**src/rtl/core/assert_macros.svh**
```systemverilog
// ----------------------------------------------------------------------------
// assert_macros.svh
// Assertion macros shared by the RTL. Define ASSERT_OFF to drop them.
// ----------------------------------------------------------------------------
`ifndef ASSERT_MACROS_SVH
`define ASSERT_MACROS_SVH

`ifndef ASSERT_OFF

// antecedent implies consequent in the same cycle
`define ASSERT_SAME(label, clk, rstn, ante, cons) \
    label: assert property (@(posedge clk) disable iff (!rstn) (ante) |-> (cons)) \
        else $error("assertion failed: label");

// antecedent implies consequent in the next cycle
`define ASSERT_NEXT(label, clk, rstn, ante, cons) \
    label: assert property (@(posedge clk) disable iff (!rstn) (ante) |=> (cons)) \
        else $error("assertion failed: label");

`else

`define ASSERT_SAME(label, clk, rstn, ante, cons)
`define ASSERT_NEXT(label, clk, rstn, ante, cons)

`endif

`endif

```
**src/rtl/core/dsb_pkg.sv**
```systemverilog
// ----------------------------------------------------------------------------
// dsb_pkg
// Types, constants and helper functions of the distinct sort bitmap unit.
// ----------------------------------------------------------------------------
package dsb_pkg;

    // value range and derived widths
    localparam int VALUE_RANGE = 1024;
    localparam int VAL_W       = 10;
    localparam int CNT_W       = $clog2(VALUE_RANGE + 1);
    localparam int WORD_W      = 32;
    localparam int BIT_W       = $clog2(WORD_W);
    localparam int NUM_WORDS   = VALUE_RANGE / WORD_W;
    localparam int WIDX_W      = $clog2(NUM_WORDS);

    // operation codes
    localparam logic OP_INSERT = 1'b0;
    localparam logic OP_DRAIN  = 1'b1;

    // controller to datapath commands
    typedef struct packed {
        logic accept;      // input transfer this cycle
        logic ins_commit;  // read data valid, finish insert
        logic drn_commit;  // read data valid, finish drain
    } dsb_cmd_t;

    // datapath to controller status
    typedef struct packed {
        logic out_busy;    // result register holds an untaken result
    } dsb_status_t;

    // index of the lowest set bit of a bitmap word (zero when none set)
    function automatic logic [BIT_W-1:0] lowest_bit(input logic [WORD_W-1:0] w);
        logic [BIT_W-1:0] idx;
        idx = '0;
        for (int i = WORD_W - 1; i >= 0; i--) begin
            if (w[i]) begin
                idx = i[BIT_W-1:0];
            end
        end
        return idx;
    endfunction

    // index of the lowest nonzero word from the summary bits
    function automatic logic [WIDX_W-1:0] lowest_word(input logic [NUM_WORDS-1:0] s);
        logic [WIDX_W-1:0] idx;
        idx = '0;
        for (int i = NUM_WORDS - 1; i >= 0; i--) begin
            if (s[i]) begin
                idx = i[WIDX_W-1:0];
            end
        end
        return idx;
    endfunction

endpackage

```
**src/rtl/core/distinct_sort_bitmap_unit.sv**
```systemverilog
// ----------------------------------------------------------------------------
// distinct_sort_bitmap_unit
// Presence-bitmap store that removes duplicates and drains values in order.
// ----------------------------------------------------------------------------
// Usage:
//   Input channel (s_valid/s_ready): s_operation 0 inserts s_item_value,
//   1 drains the smallest value held. Inserts give no result; each drain
//   gives one result transfer on the m_ channel with the value, the distinct
//   count before the drain, a last flag and an empty flag.
//   Each item passes an accept step for the bitmap word read (registered
//   RAM read) and a commit step for the read-modify-write; the unit is back
//   in idle right after the commit, so it takes no new item before the last
//   one has committed.
//   A drain's result appears the cycle after its commit.
//   Reset clears the summary bits and the count; RAM words behind a clear
//   summary bit read as zero, so no clearing pass is needed.
//   If the receiver stalls, a result waits in the output register; the unit
//   still accepts the next item, and a following drain holds in its commit
//   cycle until the waiting result is taken.
// ----------------------------------------------------------------------------
`include "assert_macros.svh"

module distinct_sort_bitmap_unit
    import dsb_pkg::*;
(
    input  logic             aclk,
    input  logic             aresetn,
    input  logic             s_valid,
    output logic             s_ready,
    input  logic             s_operation,
    input  logic [VAL_W-1:0] s_item_value,
    output logic             m_valid,
    input  logic             m_ready,
    output logic [VAL_W-1:0] m_smallest_value,
    output logic [CNT_W-1:0] m_distinct_before,
    output logic             m_is_last,
    output logic             m_was_empty
);

    dsb_cmd_t    cmd;
    dsb_status_t status;

    dsb_ctrl u_ctrl (
        .aclk        (aclk),
        .aresetn     (aresetn),
        .s_valid     (s_valid),
        .s_operation (s_operation),
        .s_ready     (s_ready),
        .cmd         (cmd),
        .status      (status)
    );

    dsb_datapath u_datapath (
        .aclk              (aclk),
        .aresetn           (aresetn),
        .cmd               (cmd),
        .status            (status),
        .s_operation       (s_operation),
        .s_item_value      (s_item_value),
        .m_valid           (m_valid),
        .m_ready           (m_ready),
        .m_smallest_value  (m_smallest_value),
        .m_distinct_before (m_distinct_before),
        .m_is_last         (m_is_last),
        .m_was_empty       (m_was_empty)
    );

    // an accepted item keeps the input side closed for its commit cycle
    `ASSERT_NEXT(a_busy_after_accept, aclk, aresetn, s_valid && s_ready, !s_ready)
    // a drain commit always leaves a result in the output register
    `ASSERT_NEXT(a_commit_gives_result, aclk, aresetn, cmd.drn_commit, m_valid)
    // an empty result carries zero fields
    `ASSERT_SAME(a_empty_fields, aclk, aresetn, m_valid && m_was_empty, (m_smallest_value == '0) && (m_distinct_before == '0) && !m_is_last)
    // the last value is drained from a count of one
    `ASSERT_SAME(a_last_count, aclk, aresetn, m_valid && m_is_last, m_distinct_before == CNT_W'(1))

endmodule

```
**src/rtl/core/dsb_ram.sv**
```systemverilog
// ----------------------------------------------------------------------------
// dsb_ram
// Generic simple dual-port RAM: one write port, one read port, registered read.
// ----------------------------------------------------------------------------
module dsb_ram #(
    parameter int WIDTH = 32,
    parameter int DEPTH = 32
) (
    input  logic                     aclk,
    input  logic                     wr_en,
    input  logic [$clog2(DEPTH)-1:0] wr_addr,
    input  logic [WIDTH-1:0]         wr_data,
    input  logic                     rd_en,
    input  logic [$clog2(DEPTH)-1:0] rd_addr,
    output logic [WIDTH-1:0]         rd_data
);

    logic [WIDTH-1:0] mem [DEPTH];
    logic [WIDTH-1:0] rd_data_reg;

    // write port and registered read port
    always_ff @(posedge aclk) begin
        if (wr_en) begin
            mem[wr_addr] <= wr_data;
        end
        if (rd_en) begin
            rd_data_reg <= mem[rd_addr];
        end
    end

    assign rd_data = rd_data_reg;

endmodule

```
**src/rtl/core/dsb_ctrl.sv**
```systemverilog
// ----------------------------------------------------------------------------
// dsb_ctrl
// Controller: accepts one item, waits for the bitmap word, commits the update.
// ----------------------------------------------------------------------------
module dsb_ctrl
    import dsb_pkg::*;
(
    input  logic        aclk,
    input  logic        aresetn,
    input  logic        s_valid,
    input  logic        s_operation,
    output logic        s_ready,
    output dsb_cmd_t    cmd,
    input  dsb_status_t status
);

    localparam logic [1:0] S_IDLE = 2'd0;
    localparam logic [1:0] S_INS  = 2'd1;
    localparam logic [1:0] S_DRN  = 2'd2;

    logic [1:0] state_reg;
    logic [1:0] state_next;

    assign s_ready = (state_reg == S_IDLE);

    // next state and commands
    always_comb begin
        state_next     = state_reg;
        cmd.accept     = 1'b0;
        cmd.ins_commit = 1'b0;
        cmd.drn_commit = 1'b0;
        unique case (state_reg)
            S_IDLE: begin
                if (s_valid) begin
                    cmd.accept = 1'b1;
                    state_next = (s_operation == OP_DRAIN) ? S_DRN : S_INS;
                end
            end
            S_INS: begin
                cmd.ins_commit = 1'b1;
                state_next     = S_IDLE;
            end
            S_DRN: begin
                // hold until the result register is free
                if (!status.out_busy) begin
                    cmd.drn_commit = 1'b1;
                    state_next     = S_IDLE;
                end
            end
            default: begin
                state_next = S_IDLE;
            end
        endcase
    end

    always_ff @(posedge aclk) begin
        if (!aresetn) begin
            state_reg <= S_IDLE;
        end else begin
            state_reg <= state_next;
        end
    end

endmodule

```
**src/rtl/core/dsb_datapath.sv**
```systemverilog
// ----------------------------------------------------------------------------
// dsb_datapath
// Two-level bitmap: word RAM plus summary bits, distinct count, result register.
// ----------------------------------------------------------------------------
module dsb_datapath
    import dsb_pkg::*;
(
    input  logic               aclk,
    input  logic               aresetn,
    input  dsb_cmd_t           cmd,
    output dsb_status_t        status,
    input  logic               s_operation,
    input  logic [VAL_W-1:0]   s_item_value,
    output logic               m_valid,
    input  logic               m_ready,
    output logic [VAL_W-1:0]   m_smallest_value,
    output logic [CNT_W-1:0]   m_distinct_before,
    output logic               m_is_last,
    output logic               m_was_empty
);

    // summary: one bit per RAM word, set when that word holds any value;
    // a word with a clear summary bit reads as zero
    logic [NUM_WORDS-1:0] summary_reg, summary_next;
    logic [CNT_W-1:0]     count_reg, count_next;
    logic [VAL_W-1:0]     val_reg;
    logic [WIDX_W-1:0]    widx_reg;
    logic [WIDX_W-1:0]    rd_widx;

    logic                 out_valid_reg, out_valid_next;
    logic [VAL_W-1:0]     out_value_reg;
    logic [CNT_W-1:0]     out_before_reg;
    logic                 out_last_reg;
    logic                 out_empty_reg;

    logic [WORD_W-1:0]    rd_data;
    logic [WORD_W-1:0]    word;
    logic [WORD_W-1:0]    new_word;
    logic [BIT_W-1:0]     ins_bit;
    logic [BIT_W-1:0]     low_bit;
    logic                 wr_en;
    logic                 ins_new;
    logic                 drn_hit;

    // read address: insert word, or lowest nonzero word for a drain
    assign rd_widx = (s_operation == OP_DRAIN) ? lowest_word(summary_reg)
                                               : s_item_value[VAL_W-1:BIT_W];

    dsb_ram #(
        .WIDTH (WORD_W),
        .DEPTH (NUM_WORDS)
    ) u_ram (
        .aclk    (aclk),
        .wr_en   (wr_en),
        .wr_addr (widx_reg),
        .wr_data (new_word),
        .rd_en   (cmd.accept),
        .rd_addr (rd_widx),
        .rd_data (rd_data)
    );

    // word contents, masked by the summary bit
    assign word    = summary_reg[widx_reg] ? rd_data : '0;
    assign ins_bit = val_reg[BIT_W-1:0];
    assign low_bit = lowest_bit(word);
    assign ins_new = cmd.ins_commit && !word[ins_bit]
                     && (32'(val_reg) < VALUE_RANGE);
    assign drn_hit = cmd.drn_commit && (count_reg != '0);
    assign wr_en   = ins_new || drn_hit;

    // updated word for insert or drain
    always_comb begin
        new_word = word;
        if (cmd.ins_commit) begin
            new_word[ins_bit] = 1'b1;
        end else begin
            new_word[low_bit] = 1'b0;
        end
    end

    // summary and count updates
    always_comb begin
        summary_next = summary_reg;
        count_next   = count_reg;
        if (ins_new) begin
            summary_next[widx_reg] = 1'b1;
            count_next             = count_reg + CNT_W'(1);
        end else if (drn_hit) begin
            summary_next[widx_reg] = |new_word;
            count_next             = count_reg - CNT_W'(1);
        end
    end

    // result register valid
    always_comb begin
        if (cmd.drn_commit) begin
            out_valid_next = 1'b1;
        end else if (m_ready) begin
            out_valid_next = 1'b0;
        end else begin
            out_valid_next = out_valid_reg;
        end
    end

    always_ff @(posedge aclk) begin
        if (!aresetn) begin
            summary_reg   <= '0;
            count_reg     <= '0;
            out_valid_reg <= 1'b0;
        end else begin
            summary_reg   <= summary_next;
            count_reg     <= count_next;
            out_valid_reg <= out_valid_next;
        end
    end

    // item latch and result payload
    always_ff @(posedge aclk) begin
        if (cmd.accept) begin
            val_reg  <= s_item_value;
            widx_reg <= rd_widx;
        end
        if (cmd.drn_commit) begin
            if (count_reg == '0) begin
                out_value_reg  <= '0;
                out_before_reg <= '0;
                out_last_reg   <= 1'b0;
                out_empty_reg  <= 1'b1;
            end else begin
                out_value_reg  <= {widx_reg, low_bit};
                out_before_reg <= count_reg;
                out_last_reg   <= (count_reg == CNT_W'(1));
                out_empty_reg  <= 1'b0;
            end
        end
    end

    assign status.out_busy   = out_valid_reg && !m_ready;
    assign m_valid           = out_valid_reg;
    assign m_smallest_value  = out_value_reg;
    assign m_distinct_before = out_before_reg;
    assign m_is_last         = out_last_reg;
    assign m_was_empty       = out_empty_reg;

endmodule
```
**config.mk**
```make
export PLATFORM = sky130hd
export DESIGN_NAME = distinct_sort_bitmap_unit
export DESIGN_NICKNAME = d
export VERILOG_FILES = /design/src/rtl/core/dsb_pkg.sv /design/src/rtl/core/distinct_sort_bitmap_unit.sv /design/src/rtl/core/dsb_ram.sv /design/src/rtl/core/dsb_ctrl.sv /design/src/rtl/core/dsb_datapath.sv
export VERILOG_INCLUDE_DIRS = /design/src /design/src/rtl/core
export SDC_FILE = /design/constraint.sdc
export NUM_CORES = 2
export LEC_CHECK = 0
export ABC_AREA = 1
export BUFFER_PORTS_ARGS = -buffer_cell sky130_fd_sc_hd__buf_4
export CORE_ASPECT_RATIO = 0.75
export CORE_MARGIN = 5
export CORE_UTILIZATION = 50
export CTS_CLUSTER_DIAMETER = 40
export DETAILED_ROUTE_END_ITERATION = 10
export GPL_ROUTABILITY_DRIVEN = 0
export GPL_TIMING_DRIVEN = 0
export PLACE_DENSITY_LB_ADDON = 0.1
export REMOVE_ABC_BUFFERS = 1
export SLEW_MARGIN = 20
export SYNTH_ARGS = -nofsm -noshare
export SYNTH_HDL_FRONTEND = slang
export SYNTH_SLANG_ARGS = --single-unit
```
**constraint.sdc**
```tcl
create_clock -name aclk -period 10 [get_ports aclk]
set_clock_uncertainty 0.05 [all_clocks]
set_input_delay 1 -clock aclk [delete_from_list [all_inputs] [get_ports aclk]]
set_output_delay 1 -clock aclk [all_outputs]
set_load 0.05 [all_outputs]
```
Word-level counts from Yosys, hierarchy flattened --
Memories as Yosys holds them, arrays and structs flattened. A register that Yosys moved wholly into a read port is not among the register bits. Cells that the tools add are included.
Operators by class: bitwise gates (word level) 4, $lt $le $gt $ge 6, reduce and logical (&&, ||, !) cells 16, muxes and demuxes 96, equal/unequal tests 5, $add $sub $neg 2
Operator list (count):
- two-way mux 5 bit | 65
- two-way mux 32 bit | 4
- OR 32 bit | 2
- bitwise AND 32 bit | 1
- bitwise mux 32 bit | 1
- inverter 32 bit | 1
- OR reduction 32 bit | 1
- two-way mux 11 bit | 2
- < comparator 5 x 6 -> 1 bit (second input constant) | 3
- demux 1 bit (select 5 bit) | 3
- greater-or-equal comparator 5 x 1 -> 1 bit (second input constant) | 3
- two-way mux 1 bit | 15
- adder 11 x 1 -> 11 bit (second input constant) | 1
- equality test 11 x 1 -> 1 bit (second input constant) | 1
- zero test 11 bit | 1
- nonzero test 11 bit | 1
- subtractor 11 x 1 -> 11 bit (second input constant) | 1
- binary-select mux 1 bit (select 5 bit) | 2
- logical AND 1 bit | 6
- two-way mux 2 bit | 3
- inequality test 2 bit (second input constant) | 2
- one-hot mux 2 bit (2 select lines) | 1
- nonzero test 2 bit | 2
- equality test 2 x 1 -> 1 bit (second input constant) | 1
- other kinds (5) | 6
Storage, ports and cells: bits of input ports 15, bits in writable memories 1024, word-level logic and storage cells 140, register bits 79, output and inout port bits 25, memories kept 1
Memories:
- u_datapath.u_ram.mem | depth 32, bits a word 32, read ports 1, clocked after Yosys merged registers in 1, write ports 1, line dsb_ram.sv:18 | logic [WIDTH-1:0] mem [DEPTH];

Depth between registers and ports, before layout --
word-level depth 46, gate-level depth with buffers 52, gate-level depth less buffers 49

By module --
Synthesis repeated with hierarchy kept, for this count alone.
Second synthesis, totals: cells, all modules 4510, area, all modules 48635.4 µm²
Modules (own cells, without submodules):
- dsb_ram | area each 42726.0 µm², instances 1, cells an instance 3536
- dsb_datapath | area each 5808.1 µm², instances 1, cells an instance 960
- dsb_ctrl | area each 101.3 µm², instances 1, cells an instance 14

Worst setup path after synthesis --
OpenSTA, ideal clock, no wires.
kind flip-flop to flip-flop, start register u_datapath.widx_reg[0], end memory u_datapath.u_ram.mem[10][0], enable pin, library setup time 0.421 ns, arrival 4.470 ns, cell stages (with the launch flop) 26, slack 5.059 ns, cell sequence edfxtp_1 > buf_2 > nand2_1 > o21ai_0 > nand2_1 > nand2_1 > nand2_1 > nand2_1 > nor2_2 > nand2_4 > buf_4 > buf_2 > buf_1 > nand2_1 > o21ai_0 > a21oi_1 > o21ai_0 > nand2_1 > nand3_1 > a31oi_1 > nand2_1 > clkinv_1 > nor2_1 > clkbuf_1 > clkbuf_1 > nor2_1
On the way: longest elaborated chain between the ends 10
Ends and longest elaborated chain:
- start: declaration | line dsb_datapath.sv:27 | logic [WIDX_W-1:0] widx_reg;
- start signal: assignment | line dsb_datapath.sv:121 | widx_reg <= rd_widx;
- binary-select mux 1 bit (select 5 bit) | line dsb_datapath.sv:63 | assign word = summary_reg[widx_reg] ? rd_data : '0;
- two-way mux 1 bit (implied by the code) | line dsb_datapath.sv:63
- two-way mux 32 bit | line dsb_datapath.sv:63
- binary-select mux 1 bit (select 5 bit) | line dsb_datapath.sv:66 | assign ins_new = cmd.ins_commit && !word[ins_bit]
- two-way mux 1 bit (implied by the code) | line dsb_datapath.sv:66
- zero test 1 bit | line dsb_datapath.sv:66
- logical AND 1 bit | line dsb_datapath.sv:66
- logical OR 1 bit | line dsb_datapath.sv:69 | assign wr_en = ins_new || drn_hit;
- two-way mux 1 bit | line dsb_ram.sv:23 | if (wr_en) begin
- two-way mux 1 bit (implied by the code) | line dsb_ram.sv:24 | mem[wr_addr] <= wr_data;
- end: declaration | line dsb_ram.sv:18
Parallel ways exist; a longest one is shown, timed or not. The select of a mux whose other input is x is not followed.

Worst setup path after layout --
start register u_datapath.widx_reg[0], end memory u_datapath.u_ram.mem[17][4], enable pin
The elaborated chain is that of the path after synthesis.

==> flow_metrics.tcl <==
set metrics [dict create \
    status "finished, final reports clean" \
    fp.dieH_um 275.7 \
    netlist_area_um2 47070 \
    place_ws_ns 3.526 \
    switching_share_pct 23.23 \
    endpoint_kind "flop" \
    start_util_pct 50.36 \
    postCtsSetupBuffers 0 \
    cpMostUsedCell "nand2_1" \
    hold_viol 0 \
    largest_reg_flops 1024 \
    slew_headroom_pct 33.28 \
    async_flop_share_pct 0 \
    dr.first_iter.drc_count 3924 \
    reg2reg_slack_ns 3.28 \
    synth_area_per_cell_um2 12.28 \
    worst_hold_path.endpoint "u_datapath.val_reg[1]" \
    r2r-end "u_datapath.u_ram.mem[17][4]" \
    grt_antenna_before_repair 0 \
    seqPwrFrac_pct 47.1 \
    synth_flop_cell "edfxtp_1" \
    slew_viol_final 0 \
    dp_hpwl_mm 82.75 \
    rsz0062_at_grt "false" \
    cp_max_fo 37 \
    rows 97 \
    place_area_um2 51250 \
    worst_slack_ns 3.275 \
    fin_crit_ns 6.725 \
    area_delta_synth_final_pct 18.52 \
    die_x_um 364.3 \
    critPathLaunchType "flop" \
    reg2regPathDepth 26 \
    drt_pass1_iterations 6 \
    synth-seq-cells 1135 \
    synth.distinct_cells 39 \
    cts_tree "yes" \
    vias_per_cell 6.000 \
    dr_total_vias 31450 \
    yosysTopAreaCell "edfxtp_1" \
    clk_path_buf_depth 3 \
    timing.fmax_mhz 148.7 \
    power_uw 11120 \
    grt_usage_pct 26.08 \
    nets 3914 \
    cts_buffers 131 \
    cp_slowest_cell "edfxtp_1" \
    yosys_warnings 0 \
    p_leak_uw 0.01892 \
    drc_errors 0 \
    ys_top_cells_by_area "edfxtp_1 (69%), nor2_1 (6.4%), o21ai_0 (3.5%)" \
    core_region_area_um2 93450 \
    cts_resized 0 \
    numPortBuffers 39 \
    crit_type "flop to flop" \
    synthCells 3832 \
    ctsHoldBuffers 0 \
    power_per_cell_area_nw_per_um2 199.3 \
    fin_tns_setup_ns 0 \
    period_share_pct 67.25 \
    critPathBufInv 8 \
    antennaDiodeCount 0 \
    grt_pass1_vias 29220 \
    synth-edff-count 1089 \
    root_buffer "clkbuf_16" \
    critPathArrivalTime_ns 7.11 \
    min-delay-start "s_item_value[1]" \
    hp-class "input pin to flop" \
    io_pins 40 \
    yosysTopAreaCellShare_pct 69.48 \
    cap_violations 0 \
    clkSinkCount 1135 \
    routed_wl_mm 130.9 \
    worstSkewPairLatency_ns 0.75 \
    worstMarginPinSlew_ns 0.9947 \
    p_int_uw 8532 \
    rr_startpoint "u_datapath.widx_reg[0]" \
    clkPwrFrac_pct 44.7 \
    peakVddDrop_mv 0.1649 \
    setup_viol 0 \
    ys_seq_area_share_pct 71.44 \
    drive_above_1_share_pct 11.46 \
    grt_max_degree 121 \
    p_switching_uw 2583 \
    min_path_cells 1 \
    post_drt_wl_per_cell_um 24.97 \
    final_cell_area_um2 55780 \
    cts_htree_levels 4 \
    p_comb_share_pct 8.3 \
    dieArea_um2 100400 \
    crit_path_max_incr_delay_ns 0.97 \
    grt_pass1_wl_mm 192.9 \
    clk_pin_slew_ns 0.05 \
    crit_family "simple AND/OR/NAND/NOR gates" \
    cp.required_ns 10.38 \
    drt.antenna.violating_nets 0 \
    grt-ovfl-total 0 \
]
layout make-up:
class	count	area (um2)
inverters	164	630.6
fillers	7269	37670
flip-flops and latches	1135	33620
clock inverters	82	1033
repair buffers	190	3312
well taps	1237	1548
multi-input cells	2274	12140
clock buffers	159	3497
layout by cell type, fill, tap and decap left out, drive strengths merged, types with 37 or more instances in the layout:
cell,Yosys,layout
a21oi,53,53
buf,26,190
clkbuf,233,159
clkinv,5,39
dfxtp,46,46
edfxtp,1089,1089
inv,159,178
nand2,324,324
nand3,83,83
nor2,809,809
nor3,49,49
o211ai,125,125
o21ai,334,334
o21bai,128,128
o22ai,37,37
o311ai,161,161
o32ai,98,98
stage by stage:
| stage | util, % | hold slack (ns) | instances |
|---|---|---|---|
| final | 59.69 | 0.3816 | 5241 |
| after CTS | 59.69 | 0.3308 | 5241 |
| after global placement | 51.26 | 0.4014 | 4849 |
| after global routing | 59.69 | 0.3705 | 5241 |
| after detailed placement | 54.84 | 0.4207 | 5000 |
| after floorplan | - | 0.3815 | 3573 |
power by group through the flow:
stage	Clock (uW)	Sequential [uW]	Combinational [uW]
2_1_floorplan	0	5330	604
3_3_place_gp	0	5330	977
3_5_place_dp	0	5330	912
4_1_cts	5040	5230	918
5_1_grt	5250	5230	1000
6_report	4960	5230	921
worst register-to-register path, stage by stage, from the launching register on:
cell      delay (ns)
edfxtp_1        0.97
inv_2           0.38
nand2_1         0.15
nand2_1         0.06
nand2_1         0.07
nand2_1         0.08
nand2_1         0.06
nand2_1         0.10
nor2_2          0.16
nand2_4         0.26
nand2_1         0.58
o21ai_0         0.17
a21oi_1         0.13
o21ai_0         0.09
nand2_1         0.07
nand3_1         0.09
a31oi_1         0.23
nand2_2         0.35
buf_12          0.32
clkinv_1        0.28
nor2_4          0.18
buf_16          0.26
buf_16          0.17
buf_16          0.17
nor2_4          0.53
buf_16          0.24
buf_12          0.21
worst max-delay path by stage:
stage                               start                      endpoint  slack [ns]  depth (start not counted)
2_1_floorplan  u_datapath.summary_reg[31]   u_datapath.u_ram.rd_data[0]      -11.61                         30
5_1_grt            u_datapath.widx_reg[0]    u_datapath.summary_reg[31]        3.02                         49
3_5_place_dp       u_datapath.widx_reg[0]   u_datapath.u_ram.mem[17][4]        3.53                         26
3_3_place_gp   u_datapath.summary_reg[31]  u_datapath.u_ram.rd_data[17]      -39.24                         30
4_1_cts            u_datapath.widx_reg[0]   u_datapath.u_ram.mem[17][4]        3.50                         26
6_report           u_datapath.widx_reg[0]   u_datapath.u_ram.mem[17][4]        3.28                         26
cells in the mapped netlist, drive strengths merged, types with 37 or more instances:
cell type,instances
edfxtp,1089
nor2,809
o21ai,334
nand2,324
clkbuf,233
o311ai,161
inv,159
o21bai,128
o211ai,125
o32ai,98
nand3,83
a21oi,53
nor3,49
dfxtp,46
o22ai,37
routing by layer:
layer	track usage, %	part of all wire, %	up-vias
met5	0	0	-
met4	8.501	2.7	0
met3	4.361	7.4	219
met2	41.70	47	1259
met1	36.92	43	15580
li1	-	-	14390
cell families after synthesis:
| family | after synthesis | share of synthesized area (%) |
|---|---|---|
| adder cells (fa/ha/maj) | 3 | 0.07976 |
| flip-flops | 1135 | 71.44 |
| buffers and inverters | 423 | 3.435 |
| AND/OR/NAND/NOR | 1290 | 10.88 |
| AO/OA/AOI/OAI | 981 | 14.17 |
No activity file was read; power rests on OpenSTA's default activity.
